`config.mk`:
```
export PLATFORM = sky130hd
export DESIGN_NAME = htpif_ctrl
export DESIGN_NICKNAME = d
export VERILOG_FILES = /design/src/hdl/htpif_pkg.sv /design/src/hdl/htpif_ctrl.sv
export SDC_FILE = /design/constraint.sdc
export NUM_CORES = 1
export LEC_CHECK = 0
export ABC_AREA = 1
export BUFFER_PORTS_ARGS = -buffer_cell sky130_fd_sc_hd__clkbuf_2
export CAP_MARGIN = 20
export CELL_PAD_IN_SITES_DETAIL_PLACEMENT = 1
export CELL_PAD_IN_SITES_GLOBAL_PLACEMENT = 2
export CORE_UTILIZATION = 19
export CTS_CLUSTER_DIAMETER = 120
export DETAILED_ROUTE_END_ITERATION = 10
export PLACE_DENSITY_LB_ADDON = 0.1
export SLEW_MARGIN = 5
export SYNTH_ARGS = -nofsm -noshare
export SYNTH_HDL_FRONTEND = slang
export SYNTH_SLANG_ARGS = --single-unit
```
`constraint.sdc`:
```
create_clock -name clock -period 1.6 [get_ports clock]
set_input_delay 0.24 -clock clock [delete_from_list [all_inputs] [get_ports clock]]
set_output_delay 0.24 -clock clock [all_outputs]
set_load 0.03 [all_outputs]
```
`src/hdl/htpif_pkg.sv`:
```
// Package for the linear-probing hash table with find and insert.
// Holds the mix constants, status codes, controller states and the
// command and status structs shared by the controller and the datapath.
`default_nettype none

package htpif_pkg;

   localparam int TABLE_SLOTS_DEF = 1024;
   localparam int KEY_W           = 64;
   localparam int SLOT_OUT_W      = 10;
   localparam int MIX_SHIFT       = 33;
   localparam logic [63:0] MIX_MUL_A = 64'hff51afd7ed558ccd;
   localparam logic [63:0] MIX_MUL_B = 64'hc4ceb9fe1a85ec53;

   // The modulo reduction sums one weighted hash byte a cycle, then forms the
   // quotient estimate and after it the remainder.
   localparam int RED_DIGIT_W = 8;
   localparam int RED_STEPS   = KEY_W / RED_DIGIT_W + 2;
   localparam int STEP_W      = $clog2(RED_STEPS);

   localparam logic OP_FIND   = 1'b0;
   localparam logic OP_INSERT = 1'b1;

   typedef enum logic [1:0] {
      ST_OK        = 2'd0,
      ST_NOT_FOUND = 2'd1,
      ST_DUPLICATE = 2'd2,
      ST_FULL      = 2'd3
   } status_type;

   typedef enum logic [3:0] {
      S_CLEAR,
      S_IDLE,
      S_MUL_A,
      S_MUL_B,
      S_REDUCE,
      S_HOME,
      S_FILL,
      S_PROBE,
      S_DONE
   } ctrl_state_type;

   typedef struct packed {
      logic capture;
      logic mul_step;
      logic mul_sel;
      logic reduce_step;
      logic load_home;
      logic advance;
      logic count_step;
      logic finish;
      logic clear_step;
      logic load_out;
   } cmd_type;

   typedef struct packed {
      logic mul_last;
      logic red_last;
      logic hit_empty;
      logic hit_match;
      logic probe_last;
      logic clear_last;
      logic out_free;
   } stat_type;

endpackage

`default_nettype wire

```
`src/hdl/htpif_ctrl.sv`:
```
// Controller state machine for the hash table: clearing pass, mixing,
// reduction, probing and result hand-off. Depends on htpif_pkg and drives
// the datapath only through cmd_type and stat_type.
`default_nettype none

module htpif_ctrl
   import htpif_pkg::*;
(
   input  wire logic     clock,
   input  wire logic     reset,
   input  wire logic     req_valid,
   output logic          req_stall,
   input  wire stat_type stat,
   output cmd_type       cmd
);

   ctrl_state_type state_ff;
   ctrl_state_type state_in;

   always_ff @(posedge clock) begin
      if (reset) begin
         state_ff <= S_CLEAR;
      end else begin
         state_ff <= state_in;
      end
   end

   always_comb begin
      state_in = state_ff;
      unique case (state_ff)
         S_CLEAR: begin
            if (stat.clear_last) state_in = S_IDLE;
         end
         S_IDLE: begin
            if (req_valid) state_in = S_MUL_A;
         end
         S_MUL_A: begin
            if (stat.mul_last) state_in = S_MUL_B;
         end
         S_MUL_B: begin
            if (stat.mul_last) state_in = S_REDUCE;
         end
         S_REDUCE: begin
            if (stat.red_last) state_in = S_HOME;
         end
         S_HOME: begin
            state_in = S_FILL;
         end
         S_FILL: begin
            state_in = S_PROBE;
         end
         S_PROBE: begin
            if (stat.hit_empty || stat.hit_match || stat.probe_last) state_in = S_DONE;
         end
         S_DONE: begin
            if (stat.out_free) state_in = S_IDLE;
         end
         default: begin
            state_in = S_IDLE;
         end
      endcase
   end

   always_comb begin
      cmd       = '0;
      req_stall = 1'b1;
      unique case (state_ff)
         S_CLEAR: begin
            cmd.clear_step = 1'b1;
         end
         S_IDLE: begin
            req_stall   = 1'b0;
            cmd.capture = req_valid;
         end
         S_MUL_A: begin
            cmd.mul_step = 1'b1;
         end
         S_MUL_B: begin
            cmd.mul_step = 1'b1;
            cmd.mul_sel  = 1'b1;
         end
         S_REDUCE: begin
            cmd.reduce_step = 1'b1;
         end
         S_HOME: begin
            cmd.load_home = 1'b1;
         end
         S_FILL: begin
            cmd.advance = 1'b1;
         end
         S_PROBE: begin
            cmd.advance    = 1'b1;
            cmd.count_step = 1'b1;
            cmd.finish     = stat.hit_empty || stat.hit_match || stat.probe_last;
         end
         S_DONE: begin
            cmd.load_out = stat.out_free;
         end
         default: begin
            cmd = '0;
         end
      endcase
   end

endmodule

`default_nettype wire

```
==> metrics.txt <==
vias per std cell=3.94; clock-pin slew on the worst setup and hold paths=0.04 ns; final critical-path required period=1.49 ns; # DRC=0; clk_lat worst skew=0.24 ns; Worst setup SP type=flip-flop; P&R area growth vs syn=44.2%; ys async rst share=0; max_cap viols=0; Logic pwr share=0.665; TritonCTS clock tree=yes; synth warn=0; total global routing overflow=0; status=finished, final reports clean; Initial Util=0.205; worst-path maximum fanout=5; worst path arrival time=1.25 ns; area of the mapped netlist=410 sq um; Synth Net Count=84; Die X=48.5 um; largest cells by area after synthesis=dfxtp_1 20%, inv_1 16%, nand2_1 14%; largest net degree at the start of global routing=8; core area=0.00200 sq mm; I/O pin count=21; DP Worst Slack=0.157 ns; RD Place Congestion=0.803; GRT Total Usage=0.116; setup TNS=0 ns; syn_area_per_cell=5.55 sq um; total vias in the final route=489; Yosys top cell area share=0.195; Reg with most FFs=state_ff; filler instances=284; final hold vios=0; hold endpoint=state_ff[3]; R2R Path End=state_ff[2]; global-route wire length before repair=2150 um; Commonest cells post-synth=17 x inv_1, 15 x nand2_1, 11 x nor2_1; Max VDD drop=606 uV; final setup vio count=0; WS Path Type=reg2out; sequential fraction of the synthesis area=0.195; Worst Hold Depth=2; CTS buffer count=3; Leakage=0.370 nW; worst reg-to-reg setup slack=0.38 ns; Placed Cells=121; Clock Path Buffers=2; detailed placement HPWL=1030 um; Netlist cell types=16; wire per inst=9.53 um; R2R cell count=9; clock sink count=4; final wirelength=1180 um; Finished Layout Cells=124; Port Buffers=20; sequential share of power=0.201; RR Startpoint=state_ff[0]; Die ar.=0.00235 sq mm; Die Ht=48.5 um; final antenna-violating net count=0; Yosys reg bits=4; Critical Path End Type=output pin; total iterations of the first detailed-routing run=2; Mapped Cells=74; crit path setup slack, layout=0.108 ns; Root Buffer Master=clkbuf_4; multi-input logic area=272 sq um; Slew Viols, Final=0; Cell Pwr Density=1600 mW/mm^2; Worst Setup SP=state_ff[0]; Final #Nets=109; Required @ worst endpoint=1.36 ns; Hold WS=0.169 ns; area occupied by registers=86.3 sq um; Slew Limit Headroom=0.865; first-iteration detailed-routing DRC count=1; Fin Clk Skew=0.00673 ns; initial antenna violation count=0; RSZ-0062 raised after global routing=no; power share of the clock group=0.135; Final period util=0.933; Primary FF master, synth=dfxtp_1; maximum level of the CTS H-tree=1; row count=16; switching pwr=0.000530 W; Hold Path Origin=reset; number of global-route vias before repair=519; Slew @ Worst Pin=0.202 ns; class of the worst hold path=in2reg; final core occ=0.296; largest area contributor in the netlist=dfxtp_1; sw frac=0.559; EDFF count, synth=0; count leader, synth=inv_1; fmax=670 MHz; share of post-route cells with drive strength above 1=0.443; top flop regs=state_ff x4; cell-internal power=0.000418 W; # Post-CTS Setup Buffers=0; diode count=0; number of flip-flops under the largest register name=4
-- layer usage --
layer / up-vias / track usage / wire [um]
li1: 262 / - / -
met1: 207 / 0.147 / 583
met2: 20 / 0.188 / 507
met3: 0 / 0.0472 / 90
met4: 0 / 0.0147 / 0
met5: - / 0 / 0
-- cell type report --
class	instances	share of cell area
Sequential cell	4	0.146
Timing Repair Buffer	20	0.173
Clock buffer	3	0.0381
Multi-Input combinational cell	50	0.459
Tap cell	27	0.0571
Inverter	20	0.127
-- critical path, stage by stage (launching register included) --
cell and delay, ns:
dfxtp_1 0.34, nor2_2 0.21, inv_1 0.11, nor4_2 0.12, buf_2 0.23
-- how the worst max path moves through the flow --
stage | end | cells past startpoint
6_report | cmd[0] | 4
2_1_floorplan | cmd[5] | 4
3_3_place_gp | cmd[5] | 5
5_1_grt | cmd[0] | 4
3_5_place_dp | cmd[5] | 5
4_1_cts | cmd[2] | 5
-- timing repair --
item                       CTS  global route
hold buffers                 0             0
resized for setup            3             7
setup endpoints to repair    3             5
cloned                       0             0
-- power by group through the flow --
stage          clock, W  sequential [W]  combinational, W
2_1_floorplan         0        0.000169          0.000484
3_3_place_gp          0        0.000181          0.000627
3_5_place_dp          0        0.000183          0.000625
4_1_cts        0.000134        0.000184          0.000634
5_1_grt        0.000140        0.000197          0.000712
6_report       0.000128        0.000190          0.000630
-- cells by family (layout without fill, tap and decap cells) --
family | after synthesis | after routing | share of synthesized area
flops | 4 | 4 | 0.195
compound gates | 3 | 3 | 0.0366
buf+inv | 20 | 43 | 0.183
simple gates | 47 | 47 | 0.585
-- through the flow --
step / instance area (sq um) / total power (W)
floorplan: 417 / 0.000653
global placement: 551 / 0.000808
detailed placement: 551 / 0.000808
CTS: 582 / 0.000952
global route: 592 / 0.00105
finish: 592 / 0.000948
-- placed cells by master, fill, tap and decap left out --
master	netlist	routed
dfxtp_1	4	1
inv_2	3	3
nor3_1	2	2
clkbuf_4	0	3
dfxtp_2	0	2
o21ai_0	1	1
nand3_2	2	2
nand2_1	15	15
nand3_1	4	4
buf_2	0	2
nor4_2	0	1
a21oi_1	2	2
nand2_2	1	1
nor2_1	11	11
nand2_4	1	1
nor2_2	8	6
dfxtp_4	0	1
nand3b_1	1	1
inv_1	17	17
clkbuf_2	0	17
nor2_4	1	3
buf_4	0	1
No activity file was read; power rests on OpenSTA's default activity.
